**config.mk**
```make
export PLATFORM = sky130hd
export DESIGN_NAME = sha256_message_hasher
export DESIGN_NICKNAME = d
export VERILOG_FILES = /design/src/rtl/sha256_pkg.sv /design/src/rtl/sha256_message_hasher.sv /design/src/rtl/sha256_dp.sv /design/src/rtl/sha256_ctrl.sv
export SDC_FILE = /design/constraint.sdc
export NUM_CORES = 2
export LEC_CHECK = 0
export ABC_CLOCK_PERIOD_IN_PS = 12500
export BUFFER_PORTS_ARGS = -buffer_cell sky130_fd_sc_hd__buf_2
export CAP_MARGIN = 20
export CORE_MARGIN = 10
export CORE_UTILIZATION = 50
export CTS_BUF_LIST = sky130_fd_sc_hd__clkbuf_4 sky130_fd_sc_hd__clkbuf_8
export DETAILED_ROUTE_END_ITERATION = 6
export PLACE_DENSITY = 0.65
export SYNTH_ARGS = -nofsm -noshare
export SYNTH_HDL_FRONTEND = slang
export SYNTH_HIERARCHICAL = 1
export SYNTH_SLANG_ARGS = --single-unit
```
**constraint.sdc**
```tcl
create_clock -name clk_i -period 12.5 [get_ports clk_i]
set_input_delay 1.25 -clock clk_i [delete_from_list [all_inputs] [get_ports clk_i]]
set_output_delay 1.25 -clock clk_i [all_outputs]
set_load 0.01 [all_outputs]
```
**src/rtl/sha256_pkg.sv**
```systemverilog
// Shared constants, types and round functions for the SHA-256 hasher.
// Used by sha256_ctrl, sha256_dp and sha256_message_hasher.
`default_nettype none
package sha256_pkg;

  localparam int unsigned WordW  = 32;
  localparam int unsigned CountW = 61;
  localparam int unsigned Rounds = 64;

  typedef logic [WordW-1:0] word_t;

  // controller to datapath commands
  typedef struct packed {
    logic       put_byte;   // write data byte at current position, count it
    logic       put_pad;    // write 0x80 at current position
    logic       put_zero;   // write zero at position pad_pos
    logic [5:0] pad_pos;
    logic       put_len;    // write length words 14 and 15
    logic       init_vars;  // load a..h from hash values, start schedule
    logic       round;      // run one round
    logic       add_hash;   // fold a..h into hash values
    logic       restart;    // reload initial hash, clear count
  } cmd_t;

  typedef struct packed {
    logic [5:0] pos;        // byte position in block (count mod 64)
  } status_t;

  function automatic word_t round_k(input logic [5:0] i);
    word_t k;
    case (i)
      6'd0: k = 32'h428a2f98; 6'd1: k = 32'h71374491; 6'd2: k = 32'hb5c0fbcf;
      6'd3: k = 32'he9b5dba5; 6'd4: k = 32'h3956c25b; 6'd5: k = 32'h59f111f1;
      6'd6: k = 32'h923f82a4; 6'd7: k = 32'hab1c5ed5; 6'd8: k = 32'hd807aa98;
      6'd9: k = 32'h12835b01; 6'd10: k = 32'h243185be; 6'd11: k = 32'h550c7dc3;
      6'd12: k = 32'h72be5d74; 6'd13: k = 32'h80deb1fe; 6'd14: k = 32'h9bdc06a7;
      6'd15: k = 32'hc19bf174; 6'd16: k = 32'he49b69c1; 6'd17: k = 32'hefbe4786;
      6'd18: k = 32'h0fc19dc6; 6'd19: k = 32'h240ca1cc; 6'd20: k = 32'h2de92c6f;
      6'd21: k = 32'h4a7484aa; 6'd22: k = 32'h5cb0a9dc; 6'd23: k = 32'h76f988da;
      6'd24: k = 32'h983e5152; 6'd25: k = 32'ha831c66d; 6'd26: k = 32'hb00327c8;
      6'd27: k = 32'hbf597fc7; 6'd28: k = 32'hc6e00bf3; 6'd29: k = 32'hd5a79147;
      6'd30: k = 32'h06ca6351; 6'd31: k = 32'h14292967; 6'd32: k = 32'h27b70a85;
      6'd33: k = 32'h2e1b2138; 6'd34: k = 32'h4d2c6dfc; 6'd35: k = 32'h53380d13;
      6'd36: k = 32'h650a7354; 6'd37: k = 32'h766a0abb; 6'd38: k = 32'h81c2c92e;
      6'd39: k = 32'h92722c85; 6'd40: k = 32'ha2bfe8a1; 6'd41: k = 32'ha81a664b;
      6'd42: k = 32'hc24b8b70; 6'd43: k = 32'hc76c51a3; 6'd44: k = 32'hd192e819;
      6'd45: k = 32'hd6990624; 6'd46: k = 32'hf40e3585; 6'd47: k = 32'h106aa070;
      6'd48: k = 32'h19a4c116; 6'd49: k = 32'h1e376c08; 6'd50: k = 32'h2748774c;
      6'd51: k = 32'h34b0bcb5; 6'd52: k = 32'h391c0cb3; 6'd53: k = 32'h4ed8aa4a;
      6'd54: k = 32'h5b9cca4f; 6'd55: k = 32'h682e6ff3; 6'd56: k = 32'h748f82ee;
      6'd57: k = 32'h78a5636f; 6'd58: k = 32'h84c87814; 6'd59: k = 32'h8cc70208;
      6'd60: k = 32'h90befffa; 6'd61: k = 32'ha4506ceb; 6'd62: k = 32'hbef9a3f7;
      default: k = 32'hc67178f2;
    endcase
    return k;
  endfunction

  function automatic word_t init_hash(input logic [2:0] i);
    word_t h;
    case (i)
      3'd0: h = 32'h6a09e667; 3'd1: h = 32'hbb67ae85;
      3'd2: h = 32'h3c6ef372; 3'd3: h = 32'ha54ff53a;
      3'd4: h = 32'h510e527f; 3'd5: h = 32'h9b05688c;
      3'd6: h = 32'h1f83d9ab; default: h = 32'h5be0cd19;
    endcase
    return h;
  endfunction

  function automatic word_t ror(input word_t x, input int unsigned n);
    return (x >> n) | (x << (WordW - n));
  endfunction

endpackage
`default_nettype wire

```
**src/rtl/sha256_message_hasher.sv**
```systemverilog
// SHA-256 hasher top level: byte stream in, eight digest words out.
// After its 64th byte a full block is compressed (load, 64 rounds, fold);
//   a message end adds a padding sweep per padding block, each followed by
//   a compression, then the 8 digest words go out.
// Throughput: one byte per cycle between blocks; input stalls while a block
//   is padded, compressed on the single shared round unit, or its digest is output.
// Reset: asynchronous, active low; hash values reload, byte count clears.
`default_nettype none
module sha256_message_hasher (
  input  wire         clk_i,
  input  wire         rst_ni,
  input  wire         in_valid_i,
  output logic        in_stall_o,
  input  wire  [7:0]  data_byte_i,
  input  wire         byte_present_i,
  input  wire         message_end_i,
  output logic        out_valid_o,
  input  wire         out_stall_i,
  output logic [31:0] digest_word_o,
  output logic [2:0]  word_index_o,
  output logic        digest_last_o
);

  sha256_pkg::cmd_t    cmd;
  sha256_pkg::status_t status;
  logic [5:0] rnd;
  logic [2:0] hidx;

  sha256_ctrl u_ctrl (
    .clk_i, .rst_ni, .in_valid_i, .in_stall_o, .byte_present_i, .message_end_i,
    .out_valid_o, .out_stall_i, .word_index_o, .digest_last_o,
    .status_i(status), .cmd_o(cmd), .round_o(rnd), .hidx_o(hidx)
  );

  sha256_dp u_dp (
    .clk_i, .rst_ni, .cmd_i(cmd), .data_byte_i, .round_i(rnd), .hidx_i(hidx),
    .status_o(status), .hash_o(digest_word_o)
  );

endmodule
`default_nettype wire

```
**src/rtl/sha256_dp.sv**
```systemverilog
// SHA-256 datapath: block buffer, message schedule window, round registers,
// hash values and byte count. Driven by sha256_ctrl; uses sha256_pkg.
`default_nettype none
module sha256_dp (
  input  wire                          clk_i,
  input  wire                          rst_ni,
  input  wire sha256_pkg::cmd_t        cmd_i,
  input  wire logic [7:0]              data_byte_i,
  input  wire logic [5:0]              round_i,
  input  wire logic [2:0]              hidx_i,
  output sha256_pkg::status_t          status_o,
  output sha256_pkg::word_t            hash_o
);

  sha256_pkg::word_t blk_q [16];
  sha256_pkg::word_t w_q [16];     // schedule window, w_q[0] is w[t]
  sha256_pkg::word_t v_q [8];
  sha256_pkg::word_t h_q [8];
  logic [sha256_pkg::CountW-1:0] cnt_q;

  logic [5:0] wpos;
  logic [7:0] wbyte;
  logic       wen;
  sha256_pkg::word_t s0, s1, wnew, t1, t2, ch, maj;
  logic [63:0] bits;

  assign status_o.pos = cnt_q[5:0];
  assign hash_o = h_q[hidx_i];
  assign bits = {cnt_q, 3'b000};

  always_comb begin
    wen   = cmd_i.put_byte | cmd_i.put_pad | cmd_i.put_zero;
    wpos  = cmd_i.put_zero ? cmd_i.pad_pos : cnt_q[5:0];
    wbyte = cmd_i.put_byte ? data_byte_i : (cmd_i.put_pad ? 8'h80 : 8'h00);
    s0 = sha256_pkg::ror(w_q[1], 7) ^ sha256_pkg::ror(w_q[1], 18) ^ (w_q[1] >> 3);
    s1 = sha256_pkg::ror(w_q[14], 17) ^ sha256_pkg::ror(w_q[14], 19) ^ (w_q[14] >> 10);
    wnew = s1 + w_q[9] + s0 + w_q[0];
    ch  = (v_q[4] & v_q[5]) ^ (~v_q[4] & v_q[6]);
    maj = (v_q[0] & v_q[1]) ^ (v_q[0] & v_q[2]) ^ (v_q[1] & v_q[2]);
    t1 = v_q[7] + (sha256_pkg::ror(v_q[4], 6) ^ sha256_pkg::ror(v_q[4], 11)
         ^ sha256_pkg::ror(v_q[4], 25)) + ch + sha256_pkg::round_k(round_i) + w_q[0];
    t2 = (sha256_pkg::ror(v_q[0], 2) ^ sha256_pkg::ror(v_q[0], 13)
         ^ sha256_pkg::ror(v_q[0], 22)) + maj;
  end

  always_ff @(posedge clk_i) begin
    if (wen) begin
      case (wpos[1:0])
        2'd0: blk_q[wpos[5:2]][31:24] <= wbyte;
        2'd1: blk_q[wpos[5:2]][23:16] <= wbyte;
        2'd2: blk_q[wpos[5:2]][15:8]  <= wbyte;
        default: blk_q[wpos[5:2]][7:0] <= wbyte;
      endcase
    end
    if (cmd_i.put_len) begin
      blk_q[14] <= bits[63:32];
      blk_q[15] <= bits[31:0];
    end
    if (cmd_i.init_vars) begin
      for (int i = 0; i < 16; i++) w_q[i] <= blk_q[i];
      for (int i = 0; i < 8; i++) v_q[i] <= h_q[i];
    end else if (cmd_i.round) begin
      for (int i = 0; i < 15; i++) w_q[i] <= w_q[i+1];
      w_q[15] <= wnew;
      v_q[7] <= v_q[6]; v_q[6] <= v_q[5]; v_q[5] <= v_q[4];
      v_q[4] <= v_q[3] + t1;
      v_q[3] <= v_q[2]; v_q[2] <= v_q[1]; v_q[1] <= v_q[0];
      v_q[0] <= t1 + t2;
    end
  end

  always_ff @(posedge clk_i or negedge rst_ni) begin
    if (!rst_ni) begin
      cnt_q <= '0;
      for (int i = 0; i < 8; i++) h_q[i] <= sha256_pkg::init_hash(3'(i));
    end else begin
      if (cmd_i.restart) begin
        cnt_q <= '0;
        for (int i = 0; i < 8; i++) h_q[i] <= sha256_pkg::init_hash(3'(i));
      end else begin
        if (cmd_i.put_byte) cnt_q <= cnt_q + 1'b1;
        if (cmd_i.add_hash) begin
          for (int i = 0; i < 8; i++) h_q[i] <= h_q[i] + v_q[i];
        end
      end
    end
  end

endmodule
`default_nettype wire

```
**src/rtl/sha256_ctrl.sv**
```systemverilog
// SHA-256 controller: input handshake, padding sequence, round counter and
// digest output. Commands sha256_dp; uses sha256_pkg.
`default_nettype none
module sha256_ctrl (
  input  wire                          clk_i,
  input  wire                          rst_ni,
  input  wire logic                    in_valid_i,
  output logic                         in_stall_o,
  input  wire logic                    byte_present_i,
  input  wire logic                    message_end_i,
  output logic                         out_valid_o,
  input  wire logic                    out_stall_i,
  output logic [2:0]                   word_index_o,
  output logic                         digest_last_o,
  input  wire sha256_pkg::status_t     status_i,
  output sha256_pkg::cmd_t             cmd_o,
  output logic [5:0]                   round_o,
  output logic [2:0]                   hidx_o
);

  typedef enum logic [2:0] {
    S_IDLE, S_PAD, S_INIT, S_ROUND, S_ADD, S_OUT
  } state_e;

  state_e     state_q;
  logic [5:0] rnd_q;
  logic [5:0] zpos_q;
  logic [2:0] widx_q;
  logic       fin_q;     // compressing the final block of a message
  logic       endp_q;    // 0x80 byte still to be written
  logic       more_q;    // padding continues after this block
  logic       lenblk_q;  // current padding block carries the length

  logic take;

  assign in_stall_o   = (state_q != S_IDLE);
  assign take         = in_valid_i & ~in_stall_o;
  assign out_valid_o  = (state_q == S_OUT);
  assign word_index_o = widx_q;
  assign digest_last_o = (widx_q == 3'd7);
  assign round_o      = rnd_q;
  assign hidx_o       = widx_q;

  always_comb begin
    cmd_o = '0;
    cmd_o.pad_pos = zpos_q;
    case (state_q)
      S_IDLE: begin
        cmd_o.put_byte = take & byte_present_i;
      end
      S_PAD: begin
        if (endp_q) begin
          cmd_o.put_pad = 1'b1;
        end else if (zpos_q == 6'd56 && lenblk_q) begin
          cmd_o.put_len = 1'b1;
        end else begin
          cmd_o.put_zero = 1'b1;
        end
      end
      S_INIT:  cmd_o.init_vars = 1'b1;
      S_ROUND: cmd_o.round = 1'b1;
      S_ADD:   cmd_o.add_hash = 1'b1;
      S_OUT:   cmd_o.restart = ~out_stall_i & (widx_q == 3'd7);
      default: cmd_o = '0;
    endcase
  end

  // The padding byte lands right after the last byte; the zero sweep then
  // runs up to 55 before the length, or up to 63 when an extra block is owed.
  logic [5:0] npos;
  assign npos = status_i.pos + (byte_present_i ? 6'd1 : 6'd0);

  always_ff @(posedge clk_i or negedge rst_ni) begin
    if (!rst_ni) begin
      state_q  <= S_IDLE;
      rnd_q    <= '0;
      zpos_q   <= '0;
      widx_q   <= '0;
      fin_q    <= 1'b0;
      endp_q   <= 1'b0;
      more_q   <= 1'b0;
      lenblk_q <= 1'b0;
    end else begin
      case (state_q)
        S_IDLE: begin
          if (take) begin
            if (byte_present_i && status_i.pos == 6'd63) begin
              // block is full: compress first, pad afterwards if the message ends
              state_q <= S_INIT;
              fin_q   <= 1'b0;
              endp_q  <= message_end_i;
              more_q  <= message_end_i;
            end else if (message_end_i) begin
              state_q <= S_PAD;
              zpos_q  <= npos;
              endp_q  <= 1'b1;
              fin_q   <= 1'b0;
              more_q  <= 1'b0;
            end
          end
        end
        S_PAD: begin
          if (endp_q) begin
            endp_q   <= 1'b0;
            lenblk_q <= (zpos_q < 6'd56);
            if (zpos_q == 6'd63) begin
              state_q <= S_INIT;
              more_q  <= 1'b1;
            end else begin
              zpos_q <= zpos_q + 6'd1;
            end
          end else if (zpos_q == 6'd56 && lenblk_q) begin
            state_q <= S_INIT;
            fin_q   <= 1'b1;
          end else if (zpos_q == 6'd63) begin
            // no room for the length; compress and open a fresh block
            state_q <= S_INIT;
            more_q  <= 1'b1;
          end else begin
            zpos_q <= zpos_q + 6'd1;
          end
        end
        S_INIT: begin
          rnd_q   <= '0;
          state_q <= S_ROUND;
        end
        S_ROUND: begin
          rnd_q <= rnd_q + 6'd1;
          if (rnd_q == 6'(sha256_pkg::Rounds - 1)) state_q <= S_ADD;
        end
        S_ADD: begin
          if (fin_q) begin
            state_q <= S_OUT;
            widx_q  <= '0;
          end else if (more_q) begin
            state_q  <= S_PAD;
            more_q   <= 1'b0;
            zpos_q   <= '0;
            lenblk_q <= 1'b1;
          end else begin
            state_q <= S_IDLE;
          end
        end
        S_OUT: begin
          if (!out_stall_i) begin
            widx_q <= widx_q + 3'd1;
            if (widx_q == 3'd7) begin
              state_q <= S_IDLE;
              fin_q   <= 1'b0;
            end
          end
        end
        default: state_q <= S_IDLE;
      endcase
    end
  end

`ifndef SYNTHESIS
  a_out_only_when_final: assert property (@(posedge clk_i) disable iff (!rst_ni)
    out_valid_o |-> fin_q) else $error("digest shown outside final block");
  a_round_count: assert property (@(posedge clk_i) disable iff (!rst_ni)
    (state_q == S_ADD) |-> ($past(rnd_q) == 6'(sha256_pkg::Rounds - 1)))
    else $error("compression ended early");
  a_no_take_busy: assert property (@(posedge clk_i) disable iff (!rst_ni)
    (state_q != S_IDLE) |-> !take) else $error("input taken while busy");
`endif

endmodule
`default_nettype wire

```
# Word level (Yosys, flattened, before mapping)
# Memories as Yosys holds them, arrays and structs flattened.
# Cells that the tools add are included.
# classes
n_lt_le_gt_ge,2
n_addsub,23
shift,0
n_reduce_logical,23
div_mod_pow,0
n_mux,118
n_eq_ne,26
bitwise,59
n_mul,0
# op_table
cell,count
two-way mux 32 bit,27
adder 32 bit,18
two-way mux 256 bit,2
bitwise XOR 32 bit,9
bitwise AND 32 bit,5
two-way mux 61 bit,2
binary-select mux 32 bit (select 3 bit),1
"adder 61 x 1 -> 61 bit, second input constant",1
two-way mux 6 bit,10
two-way mux 1 bit,51
two-way mux 3 bit,12
inverter 32 bit,1
bitwise OR 10 x 32 -> 32 bit,1
bitwise OR 13 x 32 -> 32 bit,1
bitwise OR 14 x 32 -> 32 bit,1
bitwise OR 15 x 32 -> 32 bit,1
bitwise OR 19 x 32 -> 32 bit,1
bitwise OR 21 x 32 -> 32 bit,1
bitwise OR 25 x 32 -> 32 bit,1
bitwise OR 26 x 32 -> 32 bit,1
bitwise OR 30 x 32 -> 32 bit,1
bitwise OR 7 x 32 -> 32 bit,1
OR reduction 32 bit,1
bitwise XOR 32 x 22 -> 32 bit,1
other kinds (39),100
# totals
wordCells,272
ramBits,1280
memories,4
regBits,339
input_bits,14
latch_bits,0
romBits,2048
# mem_list
memory,depth,word_bits,read_ports,rd_ports_with_merged_regs,write_ports,line,text
(no name shown),64,32,1,0,0,sha256_pkg.sv:31,case (i)
u_dp.blk_q,16,32,16,0,2,sha256_dp.sv:15,sha256_pkg::word_t blk_q [16];
u_dp.w_q,16,32,16,0,16,sha256_dp.sv:16,sha256_pkg::word_t w_q [16];
u_dp.v_q,8,32,8,0,8,sha256_dp.sv:17,sha256_pkg::word_t v_q [8];

# Logic depth before layout (Yosys ltp)
# logic_depth
ltp_word,12
ltp_mapped,36
ltp_nobuf,35

# Hierarchy
# The synthesis kept the hierarchy.
# by_module_without_submodules
module,cells_each,instances,area_per_inst_um2
sha256_dp,8702,1,91621.6
sha256_ctrl,203,1,1692.9

# Worst setup path before layout
# OpenSTA, ideal clock, no wires.
# synth_timing
path_type,register to register
from,reg u_ctrl.state_q[0]
to,mem u_dp/v_q[0][0] in the netlist's numbering (enable)
t_required_ns,11.677
path_stages_with_launch,8
arrival_ns,10.917
synth_period_minus_slack_ns,11.739
path_buffers,5
slack_ns,0.761
path_cell_list,dfrtp_1 > buf_2 > buf_1 > clkbuf_1 > nor2_1 > clkbuf_1 > clkbuf_1 > or2_2
# synth_lines
element,line,text
start: declaration,sha256_ctrl.sv:25,state_e state_q;
start signal: assignment,sha256_ctrl.sv:75,state_q <= S_IDLE;
start signal: assignment,sha256_ctrl.sv:89,state_q <= S_INIT;
start signal: assignment,sha256_ctrl.sv:94,state_q <= S_PAD;
end: declaration,sha256_dp.sv:17,

==> run metrics <==
Synth Register Bits=1619; starting density of the core=0.503; TritonCTS Buffers=303; synth unique cells=102; Syn Area/Cell=10.5 µm²; Initial DRT Pass Iterations=7; leading area contributor after synthesis=edfxtp_1; worst hold path class=in -> async; fmax=108 MHz; register area share after synthesis=0.504; vias per cell=5.99; Setup Buffers After CTS=0; startpoint class of the critical path=flip-flop; Fin Setup TNS=0 ps; pwr dens=106 nW/µm²; post-synthesis mux area share=0.0546; Mapped Area=93300 µm²; core area=185000 µm²; RSZ-0062 raised after global routing=false; GR Util met3=0.0667; Area growth, synth to finish=9.16%; largest net degree at the start of global routing=232; largest family of logic cells by synthesized area=simple AND/OR/NAND/NOR gates; failing checks=design-rule violations; Iteration-0 DRC Markers=8634; pre-CTS setup slack=3480 ps; Post-DRT Antenna Nets=0; global-route wire length before repair=450000 µm; global routing usage on met2=0.434; final setup fails=0; Yosys Warn Count=6; post-cts gate resize count=0; Port Buffers=51; crit-path max FO=11; Worst Skew=56.2 ps; period utilization=0.742; Syn Inst Count=8905; I/O Pins=52; Synth area leaders=edfxtp_1 41%, nand2_1 8.4%, dfrtp_1 5.4%, ha_1 5.3%, fa_1 4.2%; kind of critical path=reg -> reg; post-synthesis simple-gate area fraction=0.141; clk root buf=clkbuf_8; met1 GRT Util=0.422; routed len/inst=26.2 µm; Total Nets Final=9556; commonest non-fill, non-tap cell in the layout=nand2_1; Slew Limit Fails=0; Post-synth EDFFs=1277; ys flop type=edfxtp_1; post-synthesis xor/xnor area fraction=0.0558; die area=204000 µm²; Slew Limit Headroom=0.0300; Remaining Overflow, GRT=0; CP arrival=10000 ps; H-tree Lvls=5; DIE HEIGHT=452 µm; Worst Max-Slew Pin Slew=1450 ps; Max Cap Viol=0; clk buf depth=4; CTS sink count=1619; net count after synthesis=9511; endpoints failing hold=0; static leakage=40.6 nW; CTS tree=built; most frequent cells in the layout=2076 x nand2_1, 1277 x edfxtp_1, 497 x o21ai_0, 490 x inv_1, 465 x nor2_1; GR peak layer=met2; DIE WIDTH=452 µm; # DRC=10; CTS Hold Bufs=0; Slowest cell on crit path=o311ai_0; Global Route Usage Sum=0.292; Yosys top cell area share=0.411; CP endpoint kind=flip-flop; max incr delay on CP=890 ps; crit-path most repeated cell=o21ai_0; vias in the first global route=67300; Max VDD drop=0.120 mV; Row Count=158; worst skew pair latency=1040 ps; final core utilization=0.549; DRT Wirelength=306000 µm; Synth Area in Adders=0.0954; post-synthesis compound-gate area fraction=0.112; clock transition at the registers of the reported paths=60 ps; GPL Wtd Cong=0.986; asr flop ratio synth=0.209; status=finished, violations left; initial antenna violation count=12; Final min period=9270 ps; vias=69700; HPWL Detailed=217000 µm; setup ws final=3230 ps; layout cell share with drive strength beyond 1=0.123; worst endpoint required time=13220 ps
-- worst max-delay path: cells and delay by family, from the launching register on --
kind	cells	cell delay, ps
XOR/XNOR	2	340
buffers and inverters	5	820
adder cells (fa/ha/maj)	5	2050
flip-flops	1	370
AO/OA/AOI/OAI	16	4130
multiplexers	1	230
AND/OR/NAND/NOR	6	1050
-- where the power goes --
part | switching [mW] | total, mW | internal, mW
clock network | 2.24 | 5.06 | 2.81
logic | 0.0268 | 0.0301 | 0.00328
registers | 0 | 5.75 | 5.75
total | 2.27 | 10.8 | 8.57
-- Yosys cell counts (all sizes together), types with 88 or more instances --
| cell type | instances |
|---|---|
| dfrtp | 203 |
| ha | 397 |
| mux2 | 211 |
| a21oi | 432 |
| clkbuf | 359 |
| nand3 | 112 |
| a21o | 174 |
| nor2 | 469 |
| fa | 195 |
| nor3 | 88 |
| xor2 | 248 |
| edfxtp | 1277 |
| xnor2 | 344 |
| inv | 493 |
| o21ai | 509 |
| mux2i | 103 |
| dfstp | 136 |
| nand2 | 2078 |
-- per-stage QoR --
| step | std cells | hold slack, ps | total power [mW] | instance area (µm²) |
|---|---|---|---|---|
| global placement | 11100 | 439 | 5.89 | 96000 |
| finish | 11600 | 252 | 10.8 | 102000 |
| CTS | 11600 | 185 | 10.9 | 102000 |
| floorplan | 8905 | 433 | 5.86 | 93300 |
| global route | 11600 | 240 | 11.2 | 102000 |
| detailed placement | 11100 | 449 | 5.89 | 96000 |
-- area by class of cell --
class / instances / area [µm²]
diodes: 8 / 20.0
clock buffers: 441 / 5310
clock inverters: 72 / 475
fillers: 16100 / 83600
inverters: 494 / 1870
multi-input cells: 6378 / 42900
flip-flops and latches: 1619 / 47100
well taps: 2480 / 3100
repair buffers: 154 / 1150
-- flip-flops by register name (all words and copies together) (netlist names) --
signal / flops
u_dp/w_q: 512
u_dp/cnt_q: 61
u_ctrl/hidx_o: 3
u_dp/blk_q: 512
u_dp/h_q: 256
u_ctrl/fin_q: 1
u_ctrl/state_q: 3
u_ctrl/round_o: 6
u_ctrl/zpos_q: 6
u_ctrl/lenblk_q: 1
u_dp/v_q: 256
u_ctrl/endp_q: 1
u_ctrl/more_q: 1
-- routing by layer --
metal | part of all wire | wire length (µm)
met5 | 0.000075 | 23
met3 | 0.097 | 29600
met2 | 0.43 | 133000
met1 | 0.43 | 133000
met4 | 0.035 | 10600
-- final timing paths --
path | from | to | slack, ps | cells after the start
worst max-delay path | u_ctrl/round_o[1] | u_dp/v_q[0][24] | 3230 | 35
worst min-delay path | rst_ni | u_dp/h_q[191] | 250 | 1
max in group asynchronous | rst_ni | u_dp/cnt_q[40] | 10050 | 3
worst max register to register | u_ctrl/round_o[1] | u_dp/v_q[0][24] | 3230 | 35
worst min register to register | u_dp/blk_q[15][2] | u_dp/blk_q[15][2] | 460 | 2
min in group clk_i | u_dp/blk_q[15][2] | u_dp/blk_q[15][2] | 460 | 2
-- cells by family after synthesis --
logic type	count (synthesis)
xor+xnor	593
simple gates	3131
buf+inv	908
compound gates	1670
fa+ha+maj	595
flops	1619
mux	389
(Power assumes the default switching activity.)
